File: config.mk
export PLATFORM = sky130hd
export DESIGN_NAME = twg_wave_scale
export DESIGN_NICKNAME = d
export VERILOG_FILES = /design/src/rtl/tone_waveform_generator_assert.svh /design/src/rtl/twg_pkg.sv /design/src/rtl/twg_wave_scale.sv
export SDC_FILE = /design/constraint.sdc
export NUM_CORES = 1
export LEC_CHECK = 0
export ABC_AREA = 1
export BUFFER_PORTS_ARGS = -buffer_cell sky130_fd_sc_hd__buf_2
export CORE_MARGIN = 2
export CORE_UTILIZATION = 55
export DETAILED_ROUTE_END_ITERATION = 12
export PLACE_DENSITY = 0.8
export SYNTH_ARGS = -nofsm -noshare
export SYNTH_HDL_FRONTEND = slang
export SYNTH_SLANG_ARGS = --single-unit
File: constraint.sdc
create_clock -name vclk -period 8.3
set_clock_uncertainty 0.15 [all_clocks]
set_input_delay 0.415 -clock vclk [all_inputs]
set_output_delay 0.415 -clock vclk [all_outputs]
set_load 0.02 [all_outputs]
File: src/rtl/tone_waveform_generator_assert.svh
`ifndef TONE_WAVEFORM_GENERATOR_ASSERT_SVH
`define TONE_WAVEFORM_GENERATOR_ASSERT_SVH

// Clocked checks, masked while the active-low reset is asserted.
`ifndef SYNTHESIS
`define TWG_ASSERT(label, clk, rstn, prop) \
    label: assert property (@(posedge clk) disable iff (!rstn) prop) \
        else $error("tone generator check failed");
`define TWG_ASSERT_IMPLY(label, clk, rstn, ante, cons) \
    label: assert property (@(posedge clk) disable iff (!rstn) (ante) |-> (cons)) \
        else $error("tone generator check failed");
`else
`define TWG_ASSERT(label, clk, rstn, prop)
`define TWG_ASSERT_IMPLY(label, clk, rstn, ante, cons)
`endif

`endif

File: src/rtl/twg_pkg.sv
package twg_pkg;

    localparam int PHASE_BITS     = 32;
    localparam int COUNT_BITS     = 24;
    localparam int SINE_ROM_DEPTH = 1024;

    localparam int ROM_AW   = $clog2(SINE_ROM_DEPTH);
    localparam int ROM_DW   = 15;
    localparam int LENGTH_W = 24;
    localparam int CMP_W    = (COUNT_BITS > LENGTH_W) ? COUNT_BITS : LENGTH_W;

    localparam logic [CMP_W-1:0] CNT_MAX = CMP_W'((64'd1 << COUNT_BITS) - 64'd1);

    localparam longint unsigned HALF_PI_Q30 = 64'd1686629713;

    // waveform select codes
    localparam logic [1:0] WAVE_SINE     = 2'd0;
    localparam logic [1:0] WAVE_SQUARE   = 2'd1;
    localparam logic [1:0] WAVE_SAWTOOTH = 2'd2;
    localparam logic [1:0] WAVE_TRIANGLE = 2'd3;

    // configuration register indexes
    localparam int CFG_INDEX_W = 3;
    localparam logic [CFG_INDEX_W-1:0] REG_WAVEFORM      = 3'd0;
    localparam logic [CFG_INDEX_W-1:0] REG_PHASE_STEP    = 3'd1;
    localparam logic [CFG_INDEX_W-1:0] REG_AMPLITUDE     = 3'd2;
    localparam logic [CFG_INDEX_W-1:0] REG_LENGTH_FRAMES = 3'd3;
    localparam logic [CFG_INDEX_W-1:0] REG_REPEAT_ENABLE = 3'd4;

    typedef struct packed {
        logic restart;
        logic end_of_block;
    } twg_in_t;

    typedef struct packed {
        logic signed [15:0] sample;
        logic               playing;
        logic               block_end;
    } twg_out_t;

    typedef struct packed {
        logic [1:0]          waveform;
        logic [31:0]         phase_step;
        logic [15:0]         amplitude;
        logic [LENGTH_W-1:0] length_frames;
        logic                repeat_enable;
    } twg_cfg_t;

    // what the phase controller hands to the sample stage
    typedef struct packed {
        logic        active;
        logic [31:0] u;
    } twg_issue_t;

    typedef struct packed {
        logic        active;
        logic [31:0] u;
        logic [1:0]  wave;
        logic        block_end;
    } twg_stage_t;

    typedef logic [ROM_DW-1:0] sine_rom_t [SINE_ROM_DEPTH];

    // unsigned long division, only evaluated at elaboration for the table
    function automatic longint unsigned udiv64(longint unsigned num, longint unsigned den);
        longint unsigned q;
        longint unsigned r;
        q = '0;
        r = '0;
        for (int i = 63; i >= 0; i--) begin
            r = {r[62:0], num[i]};
            if (r >= den) begin
                r    = r - den;
                q[i] = 1'b1;
            end
        end
        return q;
    endfunction

    // Quarter-wave table, entry k = round(32767*sin(pi/2*(k+0.5)/depth)),
    // evaluated at elaboration with a Q30 Taylor series.
    function automatic sine_rom_t build_sine_rom();
        sine_rom_t         rom;
        longint unsigned   x;
        longint unsigned   x2;
        longint unsigned   term;
        longint unsigned   den;
        longint            sum;
        longint            e;
        for (int k = 0; k < SINE_ROM_DEPTH; k++) begin
            x    = udiv64(HALF_PI_Q30 * (64'(2 * k) + 64'd1), 64'd2 * 64'(SINE_ROM_DEPTH));
            x2   = (x * x) >> 30;
            term = x;
            sum  = longint'(x);
            for (int n = 1; n <= 8; n++) begin
                den  = 64'(2 * n) * 64'(2 * n + 1);
                term = udiv64((term * x2) >> 30, den);
                if (n % 2 == 1) begin
                    sum = sum - longint'(term);
                end else begin
                    sum = sum + longint'(term);
                end
            end
            if (sum < 0) begin
                sum = 0;
            end
            e = (sum * 32767 + (longint'(1) <<< 29)) >>> 30;
            if (e > 32767) begin
                e = 32767;
            end
            rom[k] = ROM_DW'(e);
        end
        return rom;
    endfunction

endpackage

File: src/rtl/twg_wave_scale.sv
module twg_wave_scale (
    input  twg_pkg::twg_stage_t           stage,
    input  logic [twg_pkg::ROM_DW-1:0]    rom_data,
    input  logic [15:0]                   amplitude,
    output twg_pkg::twg_out_t             result
);
    import twg_pkg::*;

    logic signed [17:0] wave_val;
    logic signed [17:0] rom_ext;
    logic        [31:0] tri_v;
    logic signed [16:0] tri_s;
    logic signed [16:0] tri_mag;
    logic signed [34:0] prod;
    logic signed [34:0] rounded;
    logic signed [19:0] scaled;
    logic signed [15:0] sat;

    always_comb begin
        rom_ext = $signed({3'b000, rom_data});
        tri_v   = stage.u + 32'hC000_0000;
        tri_s   = $signed({~tri_v[31], ~tri_v[31], tri_v[30:16]});
        tri_mag = (tri_s < 0) ? -tri_s : tri_s;

        case (stage.wave)
            WAVE_SINE:     wave_val = stage.u[31] ? -rom_ext : rom_ext;
            WAVE_SQUARE:   wave_val = stage.u[31] ? -18'sd32768 : 18'sd32768;
            // u + 1/2, minus half scale, is just the top half read as signed
            WAVE_SAWTOOTH: wave_val = $signed({{2{stage.u[31]}}, stage.u[31:16]});
            WAVE_TRIANGLE: wave_val = ($signed({1'b0, tri_mag}) <<< 1) - 18'sd32768;
            default:       wave_val = '0;
        endcase

        prod    = 35'(wave_val) * 35'($signed({1'b0, amplitude}));
        rounded = prod + 35'sd16384;
        scaled  = 20'(rounded >>> 15);
        if (scaled > 20'sd32767) begin
            sat = 16'sd32767;
        end else if (scaled < -20'sd32768) begin
            sat = -16'sd32768;
        end else begin
            sat = 16'(scaled);
        end

        result.sample    = stage.active ? sat : 16'sd0;
        result.playing   = stage.active;
        result.block_end = stage.block_end;
    end

endmodule

# == Word-level counts from Yosys, hierarchy flattened ==
# Index checks and enable logic that the tools add are counted.
# word_totals
ff_bits,0
in_bits,67
out_inout_bits,18
wordCells,21
# op_classes
n_addsub,5
multipliers,1
magnitude_cmp,3
eq_ne,3
mux,7
bitwise,1
n_reduce_logical,1
# op_table
operator,count
one-hot mux 18 bit (4 select lines),1
two-way mux 16 bit,3
two-way mux 18 bit,2
adder 35 x 16 -> 35 bit (second input constant),1
multiplier 18 x 17 -> 35 bit,1
adder 32 bit (second input constant),1
greater-than comparator 20 x 16 -> 1 bit (second input constant),1
< comparator 20 x 16 -> 1 bit (second input constant),1
negator 15 -> 18 bit,1
subtractor 18 x 17 -> 18 bit (second input constant),1
two-way mux 17 bit,1
negator 16 -> 17 bit,1
< comparator 16 x 1 -> 1 bit (second input constant),1
equality test 2 bit (second input constant),2
equality test 2 x 1 -> 1 bit (second input constant),1
logical NOT 2 bit,1
NOT 1 bit,1

# == Logic depth before layout (Yosys ltp) ==
# logic_depth
word_depth,12
ltp_mapped,44
depth_no_buf,42

# == Worst setup path after synthesis ==
# Ideal clock, no wire load.
# synth_timing
path_type,input port to output port
from,input port stage[33] (netlist name)
to,output port result[12] (netlist name)
arrival_ns,8.107
t_required_ns,7.735
slack_ns,-0.372
stages,37
path_buffers,5
cell_sequence,ha_1 -> clkbuf_1 -> inv_1 -> clkbuf_1 -> or4_1 -> ha_1 -> a21oi_1 -> o21ai_1 -> a21oi_2 -> inv_2 -> buf_6 -> nor2_1 -> fa_1 -> fa_1 -> buf_1 -> xor2_1 -> ha_1 -> a21o_1 -> fa_1 -> fa_1 -> inv_1 -> fa_1 -> inv_1 -> ha_1 -> nand2_1 -> nor2_1 -> nand2_1 -> nor4_1 -> nand2_1 -> nand2_1 -> nand2_1 -> nand2_1 -> nand4_2 -> nand2_4 -> buf_6 -> nand2_1 -> a21oi_2
# synth_lines
item,line,text
start: declaration,twg_wave_scale.sv:2,"input twg_pkg::twg_stage_t stage,"
end: declaration,twg_wave_scale.sv:5,output twg_pkg::twg_out_t result

==> impl_results.md <==
- Max stage delay cell, worst path: fa_2
- Failing checks: setup timing
- Via-to-Cell Ratio: 5.51
- Startpoint Class: input port
- Syn Area/Cell: 7.59 um^2
- Maximum Capacitance Violations: 0
- CP endpoint kind: output port
- Commonest cells after routing, fill and taps aside: 429 x inv_1, 278 x fa_1, 246 x nand2_1, 185 x nor2_1, 163 x buf_4
- Initial DRT Pass Iterations: 6
- # rows: 55
- Initial antenna violation count: 0
- Residual DRC: 0
- Post-layout minimum cycle time: 8.62 ns
- Slew @ Worst Pin: 0.770 ns
- CP Launch Point: stage[19]
- Gr usage total: 29.8%
- Largest net degree at the start of global routing: 19
- CLK BUF: 0
- Post-Synth Simple-Gate Area: 18.6%
- Syn_nets: 2111
- Fillers: 1677
- HP Start: stage[0]
- Nets: 2311
- Final Hold Fails: 0
- Delay-heaviest family, CP: adder cells
- Die area: 24000 um^2
- RSZ-0062 raised after global routing: yes
- Setup ws final: -0.318 ns
- Final wirelength: 34700 um
- WL/cell: 16.2 um
- Critical Path Fanout Max: 8
- Synth Area in Adders: 56.1%
- Commonest non-fill, non-tap cell in the layout: inv_1
- First-pass GRT wire length: 57800 um
- Chip height: 155 um
- FF+latch count: 0
- Vias: 11759
- GP Congestion: 0.954
- Required @ worst endpoint: 7.74 ns
- Crit Path Category: input port to output port
- Levels on crit path: 49
- Die X-Extent: 155 um
- Crit path DAT: 8.05 ns
- Slew Limit Fails: 0
- Routed Antenna Nets: 0
- XOR/XNOR share of the synthesized area: 2.44%
- Register area: 0 um^2
- Synth Area in Compound Gates: 7.66%
- Unique cell type count in the Yosys netlist: 43
- Layout cells sized above 1: 22.9%
- Core area: 22500 um^2
- Mux contribution to synthesized area: 0%
- FMAX: 116 MHz
- Global route overflow: 0
- Hold depth: 0
- Hold bufs inserted after CTS: 0
- Min-delay worst type: input port to output port
- I/O pins: 85
- YS warnings: 0
- Starting DRT DRC Count: 841
- Slew margin rel.: 48.6%
- Layout area overhead: 22.0%
- Buffers added on ports: 67
- Place WS: -0.495 ns
- Synth Instances: 1653
- Final period util: 104%
- # setup viols final: 15
- Number of global-route vias before repair: 12536
- Worst path most repeated cell: buf_4
- Area of the multi-input gates: 11400 um^2
- Largest family of logic cells by synthesized area: adder cells
- Worst path bufs/invs: 16
- HPWL after DPL: 28200 um
- Inserted Diodes: 0
- Layout Utilization: 68.0%
- Outcome: finished, violations left
- Starting Density: 55.7%
- Sequential share of the synthesized area: 0%
- Crit path largest cell delay: 0.62 ns
- Mapped cell area: 12500 um^2
-- layer usage --
| metal | wire length, um | vias up | track usage (%) |
|---|---|---|---|
| li1 | - | 5266 | - |
| met1 | 12300 | 5767 | 35.2 |
| met2 | 17500 | 558 | 53.6 |
| met3 | 2720 | 168 | 3.70 |
| met4 | 2080 | 0 | 14.7 |
| met5 | 0 | - | 0 |
-- worst paths after layout --
path | endpoint | slack (ns)
max | result[7] | -0.32
min | result[0] | 0.68
-- timing repair --
action | in CTS | in global routing
buffers inserted | 20 | 16
resized for setup | 129 | 97
gates cloned | 2 | 0
pin swaps | 28 | 34
endpoints found under the setup margin | 16 | 16
-- cells in the mapped netlist (all sizes together) --
master / number / area share, %
o31ai: 2 / 0.12
and3: 1 / 0.050
xnor2: 14 / 0.98
or4: 1 / 0.060
a31oi: 4 / 0.20
a21o: 5 / 0.30
clkbuf: 25 / 0.75
xor2: 21 / 1.5
nand3: 32 / 1.3
a21oi: 79 / 3.5
o21ai: 52 / 2.1
nand3b: 3 / 0.18
buf: 16 / 0.76
a21boi: 2 / 0.12
fa: 285 / 46
o221ai: 4 / 0.28
o41ai: 1 / 0.070
o21a: 1 / 0.060
inv: 450 / 13
or2: 3 / 0.15
nor2: 209 / 6.4
ha: 106 / 11
nand4: 4 / 0.35
o211ai: 11 / 0.66
nor3b: 1 / 0.060
o21bai: 5 / 0.30
nand2: 287 / 8.9
clkinv: 8 / 0.24
nor4: 8 / 0.40
nor3: 13 / 0.72
-- stage by stage --
step | TNS (ns) | instances | hold WS [ns] | area [um^2]
after floorplan | 0 | 1653 | 0.793 | 12500
after global placement | -4.55 | 2098 | 0.680 | 14100
after detailed placement | -7.31 | 2098 | 0.680 | 14100
after CTS | -3.70 | 2120 | 0.680 | 14800
after global routing | -10.29 | 2136 | 0.680 | 15300
final | -4.20 | 2136 | 0.680 | 15300
-- final cells by class --
| type | instances | share of cell area [%] |
|---|---|---|
| tap | 285 | 2.33 |
| multi-input combinational | 1155 | 74.4 |
| inverter | 458 | 11.4 |
| timing repair buffer | 238 | 11.9 |
-- kinds of logic after synthesis --
family / Yosys count
compound gates: 166
xor+xnor: 35
fa+ha+maj: 391
buf+inv: 499
simple gates: 562
Power is left out: the tool's default activity adds up to more than one toggle a clock period on the data nets, which glitch-free logic cannot reach.
