### src/rtl/tone_waveform_generator_assert.svh
`ifndef TONE_WAVEFORM_GENERATOR_ASSERT_SVH
`define TONE_WAVEFORM_GENERATOR_ASSERT_SVH

// Clocked checks, masked while the active-low reset is asserted.
`ifndef SYNTHESIS
`define TWG_ASSERT(label, clk, rstn, prop) \
    label: assert property (@(posedge clk) disable iff (!rstn) prop) \
        else $error("tone generator check failed");
`define TWG_ASSERT_IMPLY(label, clk, rstn, ante, cons) \
    label: assert property (@(posedge clk) disable iff (!rstn) (ante) |-> (cons)) \
        else $error("tone generator check failed");
`else
`define TWG_ASSERT(label, clk, rstn, prop)
`define TWG_ASSERT_IMPLY(label, clk, rstn, ante, cons)
`endif

`endif

### src/rtl/twg_pkg.sv
package twg_pkg;

    localparam int PHASE_BITS     = 32;
    localparam int COUNT_BITS     = 24;
    localparam int SINE_ROM_DEPTH = 1024;

    localparam int ROM_AW   = $clog2(SINE_ROM_DEPTH);
    localparam int ROM_DW   = 15;
    localparam int LENGTH_W = 24;
    localparam int CMP_W    = (COUNT_BITS > LENGTH_W) ? COUNT_BITS : LENGTH_W;

    localparam logic [CMP_W-1:0] CNT_MAX = CMP_W'((64'd1 << COUNT_BITS) - 64'd1);

    localparam longint unsigned HALF_PI_Q30 = 64'd1686629713;

    // waveform select codes
    localparam logic [1:0] WAVE_SINE     = 2'd0;
    localparam logic [1:0] WAVE_SQUARE   = 2'd1;
    localparam logic [1:0] WAVE_SAWTOOTH = 2'd2;
    localparam logic [1:0] WAVE_TRIANGLE = 2'd3;

    // configuration register indexes
    localparam int CFG_INDEX_W = 3;
    localparam logic [CFG_INDEX_W-1:0] REG_WAVEFORM      = 3'd0;
    localparam logic [CFG_INDEX_W-1:0] REG_PHASE_STEP    = 3'd1;
    localparam logic [CFG_INDEX_W-1:0] REG_AMPLITUDE     = 3'd2;
    localparam logic [CFG_INDEX_W-1:0] REG_LENGTH_FRAMES = 3'd3;
    localparam logic [CFG_INDEX_W-1:0] REG_REPEAT_ENABLE = 3'd4;

    typedef struct packed {
        logic restart;
        logic end_of_block;
    } twg_in_t;

    typedef struct packed {
        logic signed [15:0] sample;
        logic               playing;
        logic               block_end;
    } twg_out_t;

    typedef struct packed {
        logic [1:0]          waveform;
        logic [31:0]         phase_step;
        logic [15:0]         amplitude;
        logic [LENGTH_W-1:0] length_frames;
        logic                repeat_enable;
    } twg_cfg_t;

    // what the phase controller hands to the sample stage
    typedef struct packed {
        logic        active;
        logic [31:0] u;
    } twg_issue_t;

    typedef struct packed {
        logic        active;
        logic [31:0] u;
        logic [1:0]  wave;
        logic        block_end;
    } twg_stage_t;

    typedef logic [ROM_DW-1:0] sine_rom_t [SINE_ROM_DEPTH];

    // unsigned long division, only evaluated at elaboration for the table
    function automatic longint unsigned udiv64(longint unsigned num, longint unsigned den);
        longint unsigned q;
        longint unsigned r;
        q = '0;
        r = '0;
        for (int i = 63; i >= 0; i--) begin
            r = {r[62:0], num[i]};
            if (r >= den) begin
                r    = r - den;
                q[i] = 1'b1;
            end
        end
        return q;
    endfunction

    // Quarter-wave table, entry k = round(32767*sin(pi/2*(k+0.5)/depth)),
    // evaluated at elaboration with a Q30 Taylor series.
    function automatic sine_rom_t build_sine_rom();
        sine_rom_t         rom;
        longint unsigned   x;
        longint unsigned   x2;
        longint unsigned   term;
        longint unsigned   den;
        longint            sum;
        longint            e;
        for (int k = 0; k < SINE_ROM_DEPTH; k++) begin
            x    = udiv64(HALF_PI_Q30 * (64'(2 * k) + 64'd1), 64'd2 * 64'(SINE_ROM_DEPTH));
            x2   = (x * x) >> 30;
            term = x;
            sum  = longint'(x);
            for (int n = 1; n <= 8; n++) begin
                den  = 64'(2 * n) * 64'(2 * n + 1);
                term = udiv64((term * x2) >> 30, den);
                if (n % 2 == 1) begin
                    sum = sum - longint'(term);
                end else begin
                    sum = sum + longint'(term);
                end
            end
            if (sum < 0) begin
                sum = 0;
            end
            e = (sum * 32767 + (longint'(1) <<< 29)) >>> 30;
            if (e > 32767) begin
                e = 32767;
            end
            rom[k] = ROM_DW'(e);
        end
        return rom;
    endfunction

endpackage

### src/rtl/twg_phase_ctrl.sv
module twg_phase_ctrl (
    input  logic                  aclk,
    input  logic                  aresetn,
    input  logic                  accept,
    input  logic                  restart,
    input  twg_pkg::twg_cfg_t     cfg,
    output twg_pkg::twg_issue_t   issue
);
    import twg_pkg::*;

    logic [PHASE_BITS-1:0] phase_reg;
    logic [PHASE_BITS-1:0] phase_next;
    logic [COUNT_BITS-1:0] frames_reg;
    logic [COUNT_BITS-1:0] frames_next;
    logic                  stopped_reg;
    logic                  stopped_next;

    logic [PHASE_BITS-1:0] phase_cur;
    logic [COUNT_BITS-1:0] frames_cur;
    logic                  stopped_cur;
    logic [PHASE_BITS-1:0] step;
    logic [COUNT_BITS-1:0] frames_inc;
    logic [CMP_W-1:0]      len_ext;
    logic [CMP_W-1:0]      limit;
    logic                  tone_end;

    always_comb begin
        phase_cur   = restart ? '0 : phase_reg;
        frames_cur  = restart ? '0 : frames_reg;
        stopped_cur = restart ? 1'b0 : stopped_reg;

        // align Q0.32 step to the accumulator width
        step = PHASE_BITS'(({{PHASE_BITS{1'b0}}, cfg.phase_step} << PHASE_BITS) >> 32);

        len_ext    = CMP_W'(cfg.length_frames);
        limit      = (len_ext > CNT_MAX) ? CNT_MAX : len_ext;
        frames_inc = frames_cur + 1'b1;
        tone_end   = (CMP_W'(frames_inc) >= limit);

        phase_next   = phase_cur;
        frames_next  = frames_cur;
        stopped_next = stopped_cur;
        if (!stopped_cur) begin
            phase_next = phase_cur + step;
            if (cfg.length_frames != '0) begin
                frames_next = frames_inc;
                if (tone_end) begin
                    frames_next  = '0;
                    phase_next   = '0;
                    stopped_next = !cfg.repeat_enable;
                end
            end
        end
    end

    always_ff @(posedge aclk) begin
        if (!aresetn) begin
            phase_reg   <= '0;
            frames_reg  <= '0;
            stopped_reg <= 1'b0;
        end else if (accept) begin
            phase_reg   <= phase_next;
            frames_reg  <= frames_next;
            stopped_reg <= stopped_next;
        end
    end

    assign issue.active = !stopped_cur;
    assign issue.u      = 32'(({phase_cur, 32'b0}) >> PHASE_BITS);

endmodule

### config.mk
export PLATFORM = sky130hd
export DESIGN_NAME = twg_phase_ctrl
export DESIGN_NICKNAME = d
export VERILOG_FILES = /design/src/rtl/tone_waveform_generator_assert.svh /design/src/rtl/twg_pkg.sv /design/src/rtl/twg_phase_ctrl.sv
export SDC_FILE = /design/constraint.sdc
export NUM_CORES = 1
export LEC_CHECK = 0
export ABC_AREA = 1
export BUFFER_PORTS_ARGS = -buffer_cell sky130_fd_sc_hd__buf_2
export CAP_MARGIN = 30
export CORE_UTILIZATION = 50
export DETAILED_ROUTE_END_ITERATION = 16
export PLACE_DENSITY = 0.85
export SLEW_MARGIN = 25
export SYNTH_ARGS = -nofsm -noshare
export SYNTH_HDL_FRONTEND = slang
export SYNTH_SLANG_ARGS = --single-unit
### constraint.sdc
create_clock -name aclk -period 3.4 [get_ports aclk]
set_input_delay 0.34 -clock aclk [delete_from_list [all_inputs] [get_ports aclk]]
set_output_delay 0.34 -clock aclk [all_outputs]
set_load 0.01 [all_outputs]
## Yosys cells after proc, flatten, opt, wreduce, memory -nomap -nowiden

Cells that the tools add are included.

| operators by class | value |
|---|---|
| reductions and logical operators | 3 |
| mux-type cells | 13 |
| add/subtract/negate cells | 2 |
| $lt $le $gt $ge | 2 |

Operator list:

| cell | number |
|---|---|
| $mux W32 | 4 |
| $mux W24 | 5 |
| $add A32 B32 Y32 | 1 |
| $add A24 B1 Y24 const B | 1 |
| $ge A24 B24 Y1 | 1 |
| $gt A24 B24 Y1 const B | 1 |
| $reduce_bool A24 Y1 | 1 |
| $mux W1 | 4 |
| $logic_not A1 Y1 | 2 |

| storage, ports and cells | value |
|---|---|
| register bits after elaboration | 57 |
| logic and storage cells | 23 |
| output and inout bits | 33 |
| input bits | 79 |

## Logic depth before layout (Yosys ltp)

| depth | value |
|---|---|
| depth in word-level cells | 6 |
| mapped depth | 25 |
| depth with buffers taken out | 22 |

## Worst setup path before layout

No wires, ideal clock.

| path | value |
|---|---|
| kind | input -> register |
| start | input port restart |
| end | register phase_reg[25] |
| arrival time | 3089 ps |
| setup slack | 194 ps |
| stages on the path | 23 |
| data required time | 3283 ps |
| buffers on the path | 3 |
| library setup time | 117 ps |
| path through | buf_6 > buf_2 > nor2_2 > ha_1 > nand3_4 > nor2_4 > nand2_1 > nor2_2 > nand2_1 > and2_1 > ha_1 > nand2_1 > nor2_1 > nand2_1 > nor2_1 > nand2_1 > nand3_2 > nand2_4 > nand2_2 > buf_2 > nor2_1 > nor2_1 > nor2_1 |

| between the ends | value |
|---|---|
| longest elaborated chain between the ends | 6 |
| elaborated cells on any way between the ends | 9 |
| those cells by class | add/sub: 2; order compare: 1; mux: 6 |

Ends and longest elaborated chain:

| item | RTL line | RTL |
|---|---|---|
| from (decl) | twg_phase_ctrl.sv:5 | `input logic restart,` |
| $mux W24 | twg_phase_ctrl.sv:29 | `frames_cur = restart ? '0 : frames_reg;` |
| $add A24 B1 Y24 | twg_phase_ctrl.sv:37 | `frames_inc = frames_cur + 1'b1;` |
| $ge A24 B24 Y1 | twg_phase_ctrl.sv:38 | `tone_end = (CMP_W'(frames_inc) >= limit);` |
| $mux W32 | twg_phase_ctrl.sv:47 | `if (tone_end) begin` |
| $mux W32 | twg_phase_ctrl.sv:45 | `if (cfg.length_frames != '0) begin` |
| $mux W32 * | twg_phase_ctrl.sv:43 | `if (!stopped_cur) begin` |
| to (signal assigned) | twg_phase_ctrl.sv:62 | `phase_reg <= phase_next;` |
| to (decl) | twg_phase_ctrl.sv:11 | `logic [PHASE_BITS-1:0] phase_reg;` |

Mark *: on every way between the ends. The rest lies on a longest branch, timed or not.
A chain may end at the register's enable or synchronous reset.

## Final worst setup path

| path | value |
|---|---|
| start | register frames_reg[1] |
| end | register phase_reg[0] |

| between the ends | value |
|---|---|
| longest elaborated chain between the ends | 6 |

Ends and longest elaborated chain:

| item | RTL line | RTL |
|---|---|---|
| from (decl) | twg_phase_ctrl.sv:13 | `logic [COUNT_BITS-1:0] frames_reg;` |
| from (signal assigned) | twg_phase_ctrl.sv:63 | `frames_reg <= frames_next;` |
| $mux W24 | twg_phase_ctrl.sv:29 |  |
| $add A24 B1 Y24 | twg_phase_ctrl.sv:37 |  |
| $ge A24 B24 Y1 | twg_phase_ctrl.sv:38 |  |
| $mux W32 | twg_phase_ctrl.sv:47 |  |
| $mux W32 | twg_phase_ctrl.sv:45 |  |
| $mux W32 | twg_phase_ctrl.sv:43 |  |

No other way between the ends.

==> flow_summary.yaml <==
detailed_routing:
  drc: 0
  routed-via-count: 7895
  wl_per_cell_um: 12.8
  drt_iter0_markers: 450
  dr.pass1.iters: 5
  routed_wl_um: 19500
  vias_per_cell: 5.16
  ant_nets: 0
sta:
  relSlewSlack_pct: 58.8
  finClkSkew_ns: 0.00467
  setup_tns_ns: 0
  setup_violations: 0
  tightestPinTransition_ns: 0.614
  layout_min_cycle_time_ns: 3.14
  slew_viol_final: 0
  max_freq_mhz: 318
  fin_crit_sh_pct: 92.4
  hold_viol: 0
  rsz0062_at_grt: "false"
global_routing:
  gr-total-overflow: 0
  grt_pass1_vias: 7267
  grt_start_max_net_pins: 72
  grt_pass1_wl_um: 32500
  grt_usage_pct: 28.0
  antenna_found_initial: 0
critical_path:
  critPathSlowestCell: "dfxtp_1"
  cp_slowest_stage_delay_ns: 0.37
  cp.required_ns: 3.68
  reg2regPathDepth: 19
  path_cells: "inv_1 -> nor2_2 -> ha_2 -> nand3_4 -> nor3b_4 -> buf_4 -> xor2_2 -> ha_1 -> nand2_1 -> nor2_1 -> and2_1 -> nor2_1 -> nand2_1 -> nand2_1 -> nand3_2 -> a21oi_4 -> clkbuf_16 -> nand2_1 -> a21oi_1"
  worstPathArrival_ns: 3.42
  crit_top_cell: "nand2_1"
  worstPathMaxFanout: 13
  r2r-start: "frames_reg[1]$_SDFFE_PN0P_"
  rrSetupSlack_ns: 0.26
  r2r_end: "phase_reg[0]$_SDFFE_PN0P_"
  worstSetupEndpointType: "register"
  start_kind: "register"
  critPathKind: "reg2reg"
logic_synthesis:
  netlist_area_um2: 6920
  yosys_register_bits: 57
  yosys_warnings: 0
  syn-num-nets: 1385
  postSynthCellCount: 1249
  synthFlopType: "dfxtp_1"
  yosysUniqueCellTypes: 39
  synth-async-reset-ratio_pct: 0
  synth-edff-count: 0
  synth.avg_cell_area_um2: 5.54
  yosysSeqAreaShare_pct: 16.5
final_layout:
  area_delta_synth_final_pct: 15.5
  most-common-layout-cells: "nand2_1 (359), inv_1 (224), nor2_1 (150), buf_2 (93), a21oi_1 (91)"
  antenna_cells: 0
  multi_input_area_um2: 4730
  final_common_cell: "nand2_1"
  drive_gt1_share_pct: 13.0
  num-fill-cells: 1331
  largest_reg_flops: 32
  fin_nets: 1484
  design_area_um2: 7990
  seq_area_um2: 1140
  finalNonFillerCells: 1529
power_and_ir_drop:
  leakagePower_nw: 4.41
  ir_worst_vdd_v: 0.000242
  p_total_mw: 2.40
  powerDensity_nw_per_um2: 300
job:
  cap_violations: 0
floorplan:
  die_w_um: 120
  initial_core_util_pct: 51.9
  rows: 42
  die_y_um: 120
  core_um2: 13300
  pin_count: 112
  die-area_um2: 14300
hold_path:
  hold_start: "cfg[0]"
  hold_path.class: "in2reg"
  min_delay_path_depth: 4
  min_to: "stopped_reg$_SDFFE_PN0P_"
clock_network:
  cts_hold_buf: 0
  numClockSinks: 57
  cts_tree: "yes"
  cts_root_buffer: "clkbuf_16"
  cts_htree_levels: 3
  clkTransAtPathRegs_ns: 0.05
  clock_tree.buffer_depth: 2
  cts_made_buffers: 9
  clk-insertion-delay-late_ns: 0.35
placed_design:
  placed_area_um2: 7620
  dp.cells: 1509
  port_buffers: 93
  place.gp.congestion: 0.938
  place_hpwl_um: 15000
status:
  status: "complete, no violations"
## where the power goes
part,leakage [nW],total (mW),internal (mW),switching [mW]
clock network,0.142,0.931,0.584,0.347
registers,0.471,0.745,0.716,0.0294
logic,3.80,0.723,0.264,0.458
total,4.41,2.40,1.56,0.835
## what timing repair did
item / CTS / global route
setup buffers: 0 / 3
resized for setup: 0 / 5
endpoints found under the hold margin: 0 / 0
endpoints found under the setup margin: 0 / 24
## worst max path at each step
stage                                           from                          to  slack (ns)  cells after the start
after floorplan                              restart  phase_reg[25]$_SDFFE_PN0P_        0.19                     23
after global placement                       restart  phase_reg[28]$_SDFFE_PN0P_        0.13                     20
after detailed placement                     restart  phase_reg[17]$_SDFFE_PN0P_        0.08                     20
after CTS                 frames_reg[1]$_SDFFE_PN0P_  phase_reg[17]$_SDFFE_PN0P_        0.22                     19
after global routing      frames_reg[1]$_SDFFE_PN0P_  frames_reg[8]$_SDFFE_PN0P_       0.009                     19
final                     frames_reg[1]$_SDFFE_PN0P_   phase_reg[0]$_SDFFE_PN0P_        0.26                     19
## cell usage after synthesis, types with 6 or more instances
cell / instances / area, µm²
nor2_2: 9 / 56.3
a21oi_1: 91 / 455
nor3_1: 9 / 45.0
inv_1: 224 / 841
clkbuf_1: 22 / 82.6
xor2_1: 12 / 105
nand3b_1: 10 / 75.1
o21ai_1: 9 / 45.0
nand4_1: 14 / 87.6
nand3_1: 67 / 335
buf_2: 7 / 35.0
dfxtp_1: 57 / 1140
inv_2: 6 / 22.5
o21ai_0: 82 / 410
xnor2_1: 14 / 123
ha_1: 56 / 701
and2_1: 12 / 75.1
nand2_1: 359 / 1350
nor2_1: 151 / 567
## kinds of logic (layout without fill, tap and decap cells)
family	count (synthesis)	count (layout)	share of synthesized area, %
AND/OR/NAND/NOR	649	649	40.1
buffers and inverters	269	373	15.5
AO/OA/AOI/OAI	191	191	14.2
adder cells (fa/ha/maj)	57	57	10.4
flip-flops	57	57	16.5
XOR/XNOR	26	26	3.29
## stage by stage
stage / hold slack (ns) / setup slack, ns / utilization [%]
floorplan: 0.458 / 0.194 / -
global placement: 0.473 / 0.127 / 57.1
detailed placement: 0.477 / 0.0758 / 57.1
CTS: 0.284 / 0.224 / 59.4
global route: 0.298 / 0.00919 / 59.9
finish: 0.291 / 0.257 / 59.9
## cell type report
cell class	count	area share, %
clock inverter	5	0.689
sequential	57	14.3
clock buffer	11	3.04
timing repair buffer	123	9.02
inverter	234	11.1
tap	176	2.76
multi-input combinational	923	59.2
## critical path, delay by kind of cell, from the launching register on
kind / cells / cell delay (ns)
adders and majority gates: 2 / 0.49
AOI/OAI and AO/OA: 2 / 0.40
DFF: 1 / 0.37
and+or+nand+nor: 11 / 1.18
buffers and inverters: 3 / 0.46
xor gates and xnor gates: 1 / 0.17
## per-layer routing
layer | track usage (%) | wire [µm] | up-vias
met4 | 13.9 | 677 | 0
met3 | 3.33 | 1110 | 51
li1 | - | - | 4103
met1 | 34.3 | 8590 | 3477
met2 | 48.2 | 9130 | 264
met5 | 0 | 0 | -
No activity file was read; power rests on OpenSTA's default activity.
