===== src/rtl/tone_waveform_generator_assert.svh =====
`ifndef TONE_WAVEFORM_GENERATOR_ASSERT_SVH
`define TONE_WAVEFORM_GENERATOR_ASSERT_SVH

// Clocked checks, masked while the active-low reset is asserted.
`ifndef SYNTHESIS
`define TWG_ASSERT(label, clk, rstn, prop) \
    label: assert property (@(posedge clk) disable iff (!rstn) prop) \
        else $error("tone generator check failed");
`define TWG_ASSERT_IMPLY(label, clk, rstn, ante, cons) \
    label: assert property (@(posedge clk) disable iff (!rstn) (ante) |-> (cons)) \
        else $error("tone generator check failed");
`else
`define TWG_ASSERT(label, clk, rstn, prop)
`define TWG_ASSERT_IMPLY(label, clk, rstn, ante, cons)
`endif

`endif


===== src/rtl/twg_pkg.sv =====
package twg_pkg;

    localparam int PHASE_BITS     = 32;
    localparam int COUNT_BITS     = 24;
    localparam int SINE_ROM_DEPTH = 1024;

    localparam int ROM_AW   = $clog2(SINE_ROM_DEPTH);
    localparam int ROM_DW   = 15;
    localparam int LENGTH_W = 24;
    localparam int CMP_W    = (COUNT_BITS > LENGTH_W) ? COUNT_BITS : LENGTH_W;

    localparam logic [CMP_W-1:0] CNT_MAX = CMP_W'((64'd1 << COUNT_BITS) - 64'd1);

    localparam longint unsigned HALF_PI_Q30 = 64'd1686629713;

    // waveform select codes
    localparam logic [1:0] WAVE_SINE     = 2'd0;
    localparam logic [1:0] WAVE_SQUARE   = 2'd1;
    localparam logic [1:0] WAVE_SAWTOOTH = 2'd2;
    localparam logic [1:0] WAVE_TRIANGLE = 2'd3;

    // configuration register indexes
    localparam int CFG_INDEX_W = 3;
    localparam logic [CFG_INDEX_W-1:0] REG_WAVEFORM      = 3'd0;
    localparam logic [CFG_INDEX_W-1:0] REG_PHASE_STEP    = 3'd1;
    localparam logic [CFG_INDEX_W-1:0] REG_AMPLITUDE     = 3'd2;
    localparam logic [CFG_INDEX_W-1:0] REG_LENGTH_FRAMES = 3'd3;
    localparam logic [CFG_INDEX_W-1:0] REG_REPEAT_ENABLE = 3'd4;

    typedef struct packed {
        logic restart;
        logic end_of_block;
    } twg_in_t;

    typedef struct packed {
        logic signed [15:0] sample;
        logic               playing;
        logic               block_end;
    } twg_out_t;

    typedef struct packed {
        logic [1:0]          waveform;
        logic [31:0]         phase_step;
        logic [15:0]         amplitude;
        logic [LENGTH_W-1:0] length_frames;
        logic                repeat_enable;
    } twg_cfg_t;

    // what the phase controller hands to the sample stage
    typedef struct packed {
        logic        active;
        logic [31:0] u;
    } twg_issue_t;

    typedef struct packed {
        logic        active;
        logic [31:0] u;
        logic [1:0]  wave;
        logic        block_end;
    } twg_stage_t;

    typedef logic [ROM_DW-1:0] sine_rom_t [SINE_ROM_DEPTH];

    // unsigned long division, only evaluated at elaboration for the table
    function automatic longint unsigned udiv64(longint unsigned num, longint unsigned den);
        longint unsigned q;
        longint unsigned r;
        q = '0;
        r = '0;
        for (int i = 63; i >= 0; i--) begin
            r = {r[62:0], num[i]};
            if (r >= den) begin
                r    = r - den;
                q[i] = 1'b1;
            end
        end
        return q;
    endfunction

    // Quarter-wave table, entry k = round(32767*sin(pi/2*(k+0.5)/depth)),
    // evaluated at elaboration with a Q30 Taylor series.
    function automatic sine_rom_t build_sine_rom();
        sine_rom_t         rom;
        longint unsigned   x;
        longint unsigned   x2;
        longint unsigned   term;
        longint unsigned   den;
        longint            sum;
        longint            e;
        for (int k = 0; k < SINE_ROM_DEPTH; k++) begin
            x    = udiv64(HALF_PI_Q30 * (64'(2 * k) + 64'd1), 64'd2 * 64'(SINE_ROM_DEPTH));
            x2   = (x * x) >> 30;
            term = x;
            sum  = longint'(x);
            for (int n = 1; n <= 8; n++) begin
                den  = 64'(2 * n) * 64'(2 * n + 1);
                term = udiv64((term * x2) >> 30, den);
                if (n % 2 == 1) begin
                    sum = sum - longint'(term);
                end else begin
                    sum = sum + longint'(term);
                end
            end
            if (sum < 0) begin
                sum = 0;
            end
            e = (sum * 32767 + (longint'(1) <<< 29)) >>> 30;
            if (e > 32767) begin
                e = 32767;
            end
            rom[k] = ROM_DW'(e);
        end
        return rom;
    endfunction

endpackage


===== src/rtl/twg_cfg_regs.sv =====
module twg_cfg_regs (
    input  logic                                 aclk,
    input  logic                                 aresetn,
    input  logic                                 cfg_valid,
    input  logic [twg_pkg::CFG_INDEX_W-1:0]      cfg_index,
    input  logic [31:0]                          cfg_data,
    output twg_pkg::twg_cfg_t                    cfg
);
    import twg_pkg::*;

    twg_cfg_t cfg_reg;
    twg_cfg_t cfg_next;

    always_comb begin
        cfg_next = cfg_reg;
        if (cfg_valid) begin
            case (cfg_index)
                REG_WAVEFORM:      cfg_next.waveform      = cfg_data[1:0];
                REG_PHASE_STEP:    cfg_next.phase_step    = cfg_data;
                REG_AMPLITUDE:     cfg_next.amplitude     = cfg_data[15:0];
                REG_LENGTH_FRAMES: cfg_next.length_frames = cfg_data[LENGTH_W-1:0];
                REG_REPEAT_ENABLE: cfg_next.repeat_enable = cfg_data[0];
                default:           cfg_next = cfg_reg;
            endcase
        end
    end

    always_ff @(posedge aclk) begin
        if (!aresetn) begin
            cfg_reg.waveform      <= WAVE_SINE;
            cfg_reg.phase_step    <= '0;
            cfg_reg.amplitude     <= 16'd32768;
            cfg_reg.length_frames <= '0;
            cfg_reg.repeat_enable <= 1'b0;
        end else begin
            cfg_reg <= cfg_next;
        end
    end

    assign cfg = cfg_reg;

endmodule


===== config.mk =====
export PLATFORM = sky130hd
export DESIGN_NAME = twg_cfg_regs
export DESIGN_NICKNAME = d
export VERILOG_FILES = /design/src/rtl/tone_waveform_generator_assert.svh /design/src/rtl/twg_pkg.sv /design/src/rtl/twg_cfg_regs.sv
export SDC_FILE = /design/constraint.sdc
export NUM_CORES = 1
export LEC_CHECK = 0
export ABC_AREA = 1
export ABC_CLOCK_PERIOD_IN_PS = 1400
export BUFFER_PORTS_ARGS = -buffer_cell sky130_fd_sc_hd__buf_2
export CAP_MARGIN = 20
export CORE_AREA = 2 2 83 85
export CTS_CLUSTER_DIAMETER = 60
export DETAILED_ROUTE_END_ITERATION = 8
export DIE_AREA = 0 0 85 87
export GPL_ROUTABILITY_DRIVEN = 0
export PLACE_DENSITY = 0.86
export RECOVER_POWER = 100
export SETUP_SLACK_MARGIN = 0.05
export SYNTH_ARGS = -nofsm -noshare
export SYNTH_HDL_FRONTEND = slang
export SYNTH_SLANG_ARGS = --single-unit

===== constraint.sdc =====
create_clock -name aclk -period 1.4 [get_ports aclk]
set_input_delay 0.28 -clock aclk [delete_from_list [all_inputs] [get_ports aclk]]
set_output_delay 0.28 -clock aclk [all_outputs]
set_load 0.02 [all_outputs]

Word level (Yosys, flattened, before mapping)
Cells that the tools add are included.
{"block": "totals", "reg_bits": 75, "latchBits": 0, "ram_bits": 0, "mem_bits_ro": 0, "inputBits": 38, "out_inout_bits": 75, "wordCells": 15, "n_memories": 0}
{"block": "classes", "addsub": 0, "n_mul": 0, "div_mod_pow": 0, "magnitude_cmp": 0, "eq_ne": 4, "shifts": 0, "n_mux": 0, "bitwise": 0, "n_reduce_logical": 6}
{"operator": "2-bit AND reduction", "n": 5}
{"operator": "3-bit by 2-bit == test with 1-bit output (second input constant)", "n": 2}
{"operator": "3-bit by 1-bit == test with 1-bit output (second input constant)", "n": 1}
{"operator": "3-bit == test (second input constant)", "n": 1}
{"operator": "3-bit zero test", "n": 1}

Logic depth before layout (Yosys ltp)
Gate-level depths: netlist of run 1.
{"block": "logic_depth", "ltp_word": 2, "ltp_mapped": 7, "mapped_depth_nobuf": 5}

Worst setup path after synthesis of run 1
No wires, ideal clock.
{"block": "synth_timing", "path_kind": "in2reg", "start": "input cfg_valid", "end": "register cfg_reg, in the netlist cfg[40]", "setup_ns": 0.130, "arrival_time_ns": 0.915, "required_ns": 1.270, "setup_slack_ns": 0.356, "cell_stages": 7, "path_buffers": 2, "cell_sequence": "inv_1 -> nor2_1 -> buf_2 -> buf_2 -> nand2_1 -> nand2_1 -> nand3_1"}
{"block": "synth_between", "elab_chain_len": 1}
{"item": "start, declared", "line_no": "twg_cfg_regs.sv:4", "text": "input logic cfg_valid,"}
{"item": "2-bit AND reduction (no source line)"}
{"item": "end signal, assigned", "line_no": "twg_cfg_regs.sv:36", "text": "cfg_reg <= cfg_next;"}
{"item": "end, declared", "line_no": "twg_cfg_regs.sv:11", "text": "twg_cfg_t cfg_reg;"}
Every way passes these cells.
A chain may end at the register's enable or synchronous reset.

Final worst setup path of run 1
{"block": "layout_timing", "start": "register cfg_reg, in the netlist cfg[63]", "end": "output cfg[63] in the netlist's numbering"}
{"item": "end, declared", "line_no": "twg_cfg_regs.sv:7", "text": "output twg_pkg::twg_cfg_t cfg"}
No word-level cell between the ends.

==> run summary, run 1 <==
For this configuration, the core starts out at a cell density of between 40% and 50%. The start of the worst register-to-register path is cfg[37]$_SDFFE_PN0P_. Each instance of the synthesized netlist takes up on average just under 7 um^2.

The die outline height came out at 87 um. The net count reported at finish is 599. The global-route congestion overflow total is 0.

The count of buffers inserted at the top-level ports came out at about 110. Once the clock tree was built, the setup fixing pass inserted 0 buffers. The DRC violation count after routing is 0. The tightest slew margin relative to the limit is between 70 and 80%. The most critical setup path has its startpoint at cfg[63]$_SDFFE_PN0P_.

The flip-flop count of the largest register after layout is 75. The maximum operating frequency came out at 0.819 GHz. For this run, the number of Yosys warnings is 0.

The buffers plus inverters on the worst setup path is 1. In this run the number of cells on the critical path is 1. Relative to the synthesized area, the layout overhead comes to 23.0%. The placement row count is 30.

Including well taps, the total number of placed cells is 630. In this run the clock root is driven by a sky130_fd_sc_hd__clkbuf_8. The overall routed net length came out at slightly below 8000 um. At the worst endpoint, the required time is 1120 ps. The maximum count of clock buffers along a single path came out at 2. For this design the static power due to leakage is roughly 1.8 nW. The kind of cell with the highest combined delay along the critical path is flip-flops. The largest clock skew in the final design came out at 0 ps. The synthesized instance count is 455. The number of nets with antenna violations after routing came out at 0.

The slack of the worst reg-to-reg path came out at around 790 ps. The antenna cell count is 0. For this run, the detailed router's first-pass iteration total came to 4.

about 110 I/O pins were placed. The highest net fanout along the worst path is 2. The clock latency on the worst-skew pair is 320 ps. The number of buffers inserted for hold repair after clock tree synthesis is 0.

When the netlist entered floorplanning its net count stood at ~500. The wire length of the first global-routing pass came out at about 12,000 um. IR analysis of the VDD net gives a maximum drop of 781 uV. The endpoint identified for the worst register-to-register timing path is cfg[37]$_SDFFE_PN0P_. Entering global routing, the biggest net connects 76 pins.

For this run, the slowest stage of the critical path takes approximately 370 ps. In this run the cell area of the synthesized design comes to about 0.0031 mm^2. In this run the power density over the cells is between 1000 and 1500 mW/mm^2.

The portion of synthesized cell area occupied by the leading cell type is between 40% and 50%. Leaving out fill and tap cells, the most frequent cell in the layout is sky130_fd_sc_hd__nor2_1. After clock tree synthesis, the clock-pin slew on the worst setup and hold paths is roughly 80 ps. The completed layout was analyzed and its total power is between 4 and 5 mW. The hold violation total from the final report was 0. Dividing the detail-routed wire length by the instance count gives between 10 and 15 um. The number of clock buffers added by TritonCTS is 9. The width of the die came out at roughly 85 um. The max-capacitance violation count is 0.

Traced cell by cell, the critical path runs through clkbuf_1. The via count of the first global-routing pass came out at around 2,900. Counting flops and latches in the post-synthesis netlist gives 75. The quantity of gates resized following cts is 0. The ratio of routed vias to standard cells is 4.81.

The sum of negative setup slack came out at 0 ps. Counting I/O delays and the setup requirement, the final critical path takes ~1200 ps. By area the synthesized netlist is led by sky130_fd_sc_hd__dfxtp_1 48%, sky130_fd_sc_hd__nor2_1 18%, sky130_fd_sc_hd__nand3_1 12%.

The total area of multi-input combinational cells came out at approximately 0.0013 mm^2. The number of setup violations in the final report is 0. The detailed placement HPWL came out at between 5000 and 6000 um.

The post-route non-filler standard cell count came out at roughly 650. The area taken by flip-flops and latches came out at 0.00150 mm^2. The total count of max-transition violations in the final report is 0. TritonCTS built the clock tree. The global-route total usage across every layer is 20.6%. The H-tree generated during clock tree synthesis spans 3 levels.

The number of antenna violations at the first check in global routing is 0. In this run, the number of DRC markers left after iteration 0 of detailed routing was between 100 and 150. Data arrives at the worst endpoint at around 940 ps. Among all stages on the critical path, the largest delay is contributed by sky130_fd_sc_hd__dfxtp_1.

The worst register-to-register path has a depth of 2. The distinct cell type count of the synthesized netlist came out at 12. The area of the core region came out at between 0.006 and 0.007 mm^2.

In the layout the commonest cells are 150 x sky130_fd_sc_hd__nor2_1, 83 x sky130_fd_sc_hd__nand2_1, 78 x sky130_fd_sc_hd__clkbuf_1. The die outline area came out at 0.00740 mm^2. The worst setup path is captured at an output port. The critical path is of the reg2out type. The number of clock sinks came out at 75. For the pin with the worst max-slew slack, the measured transition is 400 ps. In this run the worst hold path is classified as in2reg. Setup repair after global routing left no endpoint under its margin. The biggest area consumer among synthesized cells is sky130_fd_sc_hd__dfxtp_1. The part of the cycle the worst path needs came out at 87.2%.

The capture point of the worst path is cfg[63]. The count of filler cells inserted in the layout came out at ~670. The sort of element at the start of the critical path is a register.

The fraction of layout instances using a drive strength above 1 came out at 11.7%. The routed layout has roughly 3,100 vias. The sequential cell area fraction in the yosys report is just under 50%. The flow ran to the end, and the final reports show no timing, DRC or antenna violations.
## logic make-up after synthesis
| logic type | count (synthesis) | share of synthesized area, % |
|---|---|---|
| AO/OA/AOI/OAI | 1 | 0.160 |
| buffers and inverters | 66 | 10.0 |
| flip-flops | 75 | 48.2 |
| AND/OR/NAND/NOR | 313 | 41.6 |
## metrics by stage
step	hold WS [ps]	instance area, um^2	utilization [%]	setup slack (ps)
floorplan	393	3120	-	356
global placement	454	3730	56.8	173
detailed placement	467	3730	56.8	84.1
CTS	161	3940	59.9	231
global route	186	3830	58.3	123
finish	182	3830	58.3	179
## synth_stat cells
cell and instances:
sky130_fd_sc_hd__buf_4 9, sky130_fd_sc_hd__nand2_1 83, sky130_fd_sc_hd__inv_1 38, sky130_fd_sc_hd__nor2_4 3, sky130_fd_sc_hd__nor2_1 150, sky130_fd_sc_hd__nand3_1 75, sky130_fd_sc_hd__buf_6 2, sky130_fd_sc_hd__buf_2 13
sky130_fd_sc_hd__a21oi_1 1, sky130_fd_sc_hd__dfxtp_1 75, sky130_fd_sc_hd__nor2_2 2, sky130_fd_sc_hd__clkbuf_1 4
## where the power goes
group	total [mW]	internal (mW)	switching, mW
Clock	1.67	0.920	0.754
Combinational	0.571	0.186	0.384
Sequential	2.25	2.21	0.0408
Total	4.49	3.31	1.18
## worst min path at each step
stage / start / end / slack (ps) / depth (start not counted)
after floorplan: cfg_data[15] / cfg[40]$_SDFFE_PN1P_ / 390 / 2
after global placement: cfg[40]$_SDFFE_PN1P_ / cfg[40]$_SDFFE_PN1P_ / 450 / 2
after detailed placement: cfg[41]$_SDFFE_PN0P_ / cfg[41]$_SDFFE_PN0P_ / 470 / 2
after CTS: cfg_data[15] / cfg[40]$_SDFFE_PN1P_ / 160 / 3
after global routing: cfg_data[15] / cfg[40]$_SDFFE_PN1P_ / 190 / 3
final: cfg_data[15] / cfg[40]$_SDFFE_PN1P_ / 180 / 3
## per-layer routing
layer | global-route usage [%] | up-vias | wire (um)
met1 | 25.2 | 1407 | 3430
met2 | 34.9 | 104 | 3710
li1 | - | 1597 | -
met5 | 0 | - | 0
met4 | 7.07 | 0 | 27
met3 | 5.97 | 2 | 583
## layout make-up
class | instances | area share (%)
Timing Repair Buffer | 123 | 15.2
Sequential cell | 75 | 39.2
Clock buffer | 12 | 4.05
Inverter | 38 | 3.72
Multi-Input combinational cell | 314 | 34.0
Tap cell | 80 | 2.61
Clock inverter | 4 | 1.27
(Power assumes the default switching activity.)
==> inputs of run 2 (changes only) <==
--- a/config.mk
+++ b/config.mk
@@ -14,6 +14,7 @@
 export DETAILED_ROUTE_END_ITERATION = 8
 export DIE_AREA = 0 0 85 87
 export GPL_ROUTABILITY_DRIVEN = 0
+export MAX_ROUTING_LAYER = met4
 export PLACE_DENSITY = 0.86
 export RECOVER_POWER = 100
 export SETUP_SLACK_MARGIN = 0.05
==> run summary, run 2 (synthesis results as in run 1) <==
The top cell family by delay on the critical path is flip-flops. The buffers plus inverters on the worst setup path came to 1 (unchanged). The die outline height was 87 um (unchanged). The die outline area is 0.00740 mm^2 (unchanged). The largest clock skew in the final design was 0 ps (unchanged). The area of the core region is 0.00657 mm^2 (unchanged). The total setup buffers inserted after CTS was 0 (unchanged). The layout-stage area growth over the synthesis result is 23.0% (unchanged). The post-route minimum period came out at 1220 ps (-1.34 ps). The DRC violation count after routing is 0 (unchanged). The part of the cycle the worst path needs came to 87.1% (-0.096 points).

In the layout the commonest cells are 150 x sky130_fd_sc_hd__nor2_1, 83 x sky130_fd_sc_hd__nand2_1, 78 x sky130_fd_sc_hd__clkbuf_1. STA classifies the critical path endpoint as an output port. The highest net fanout along the worst path came out at 2 (unchanged). The standby leakage power is 1.76 nW (unchanged). The worst setup slack after placement came out at 84.1 ps (unchanged). The worst hold path belongs to the class in2reg. The areal power density over the cells was 1170 mW/mm^2 (about the same). Setup repair after global routing left no endpoint under its margin. The worst-path cell with the longest stage delay is sky130_fd_sc_hd__dfxtp_1. The wire length of the first global-routing pass was 12,400 um (-0.11%). The width of the die came out at 85 um (unchanged). The TritonCTS clock tree is done. The global-route congestion overflow total came to 0 (unchanged).

The overall via count from detail_route came to 3,123 (+0.42%). The signal arrival time at the worst endpoint is 940 ps (about the same). The worst voltage drop across the vdd grid was 782 uV (+0.20%). The max-capacitance violation count is 0 (unchanged). The maximum level of the CTS H-tree came out at 3 (unchanged).

The signal on the critical path passes through clkbuf_1. The maximum operating frequency is 0.820 GHz (+0.11%). The number of optimization iterations in the first detailed-route pass came to 4 (unchanged).

The average wire length per cell after detail routing came out at 12.0 um (-0.21%). The via count of the first global-routing pass is 2,869 (unchanged). The hold violation total from the final report is 0 (unchanged). The placement row count came to 30 (unchanged). The number of setup violations in the final report is 0 (unchanged). The global-route total usage across every layer was 21.2% (+0.59 points).

The detailed router's first-iteration violation count came out at 118 (-0.84%). The flip-flop count of the largest register after layout came out at 75 (unchanged). The ratio of routed vias to standard cells is 4.83 (+0.42%). The I/O pin count came out at 113 (unchanged). The critical path start-end classification is reg2out. The overall routed net length is 7740 um (-0.21%). The initial standard-cell utilization of the core came to 47.4% (unchanged). The count of buffers inserted at the top-level ports was 112 (unchanged).

The endpoint required time on the critical path is 1120 ps (about the same). The number of nets with antenna violations after routing came out at 0 (unchanged). The smallest setup slack after layout came out at 180 ps (+1.34 ps). The clock edge transition at the registers on the reported setup and hold paths is 70 ps (about the same). The transition time at the pin with the least slew margin is 400 ps (-0.217 ps). The worst setup path is launched from a register. Leaving out fill and tap cells, the most frequent cell in the layout is sky130_fd_sc_hd__nor2_1. The total count of max-transition violations in the final report came out at 0 (unchanged). The fraction of layout instances using a drive strength above 1 was 11.7% (unchanged).

The antenna cell count came out at 0 (unchanged). The maximum count of clock buffers along a single path was 2 (unchanged). The net count reported at finish came out at 599 (unchanged). The number of antenna violations at the first check in global routing is 0 (unchanged). The clock latency on the worst-skew pair is 320 ps (about the same).

The number of buffers created by CTS came to 9 (unchanged). The worst-case hold slack is 185 ps (+2.37 ps). The tightest slew margin relative to the limit is 73.3% (about the same).

The overall power of the completed layout came out at 4.49 mW (about the same). The highest cell delay on the worst timing path was 370 ps (about the same). The detailed placement HPWL is 5370 um (unchanged). The number of clock sinks came out at 75 (unchanged).

The quantity of gates resized following cts came to 0 (unchanged). The number of buffers inserted for hold repair after clock tree synthesis is 0 (unchanged). The largest net degree at the start of global routing is 76 (unchanged). The sum of negative setup slack is 0 ps (unchanged). CTS placed an instance of sky130_fd_sc_hd__clkbuf_8 at the clock tree root. The run finished with clean final reports.
run 2: cell counts in the layout (fill, tap and decap cells not counted):
No cell type changed its count.
run 2: layer usage:
metal	up-vias	GRT usage [%]	wire length, um
met4	0	7.07	62
met2	113	34.9	3720
met1	1407	25.4	3380
li1	1597	-	-
met3	6	5.59	570
met5	-	-	0
run 2: tightest hold or removal path, stage by stage:
cell,delay (ps)
sky130_fd_sc_hd__buf_2,90
sky130_fd_sc_hd__nand2_1,50
sky130_fd_sc_hd__nand3_1,60
run 2: path summary, 6_finish.rpt:
path                         from              endpoint  slack [ps]  depth (start not counted)
min                  cfg_data[15]  cfg[40]$_SDFFE_PN1P_         180                          3
min reg2reg   cfg[5]$_SDFFE_PN0P_   cfg[5]$_SDFFE_PN0P_         480                          2
max reg2reg  cfg[37]$_SDFFE_PN0P_  cfg[37]$_SDFFE_PN0P_         800                          2
max          cfg[63]$_SDFFE_PN0P_               cfg[63]         180                          1
run 2: area by class of cell:
cell class	count	area, um^2
Timing Repair Buffer	123	582
Multi-Input combinational cell	314	1300
Clock buffer	12	155
Fill cell	669	2740
Tap cell	80	100
Clock inverter	4	48.8
Inverter	38	143
Sequential cell	75	1500
run 2: per-stage QoR:
| stage | cells | utilization, % | area [um^2] |
|---|---|---|---|
| after CTS | 646 | 59.9 | 3940 |
| after global placement | 630 | 56.8 | 3730 |
| after detailed placement | 630 | 56.8 | 3730 |
| after global routing | 646 | 58.3 | 3830 |
| final | 646 | 58.3 | 3830 |
| after floorplan | 455 | - | 3120 |
run 2: where the power goes:
part	switching (mW)	internal (mW)
clock network	0.756	0.920
logic	0.384	0.186
registers	0.0407	2.21
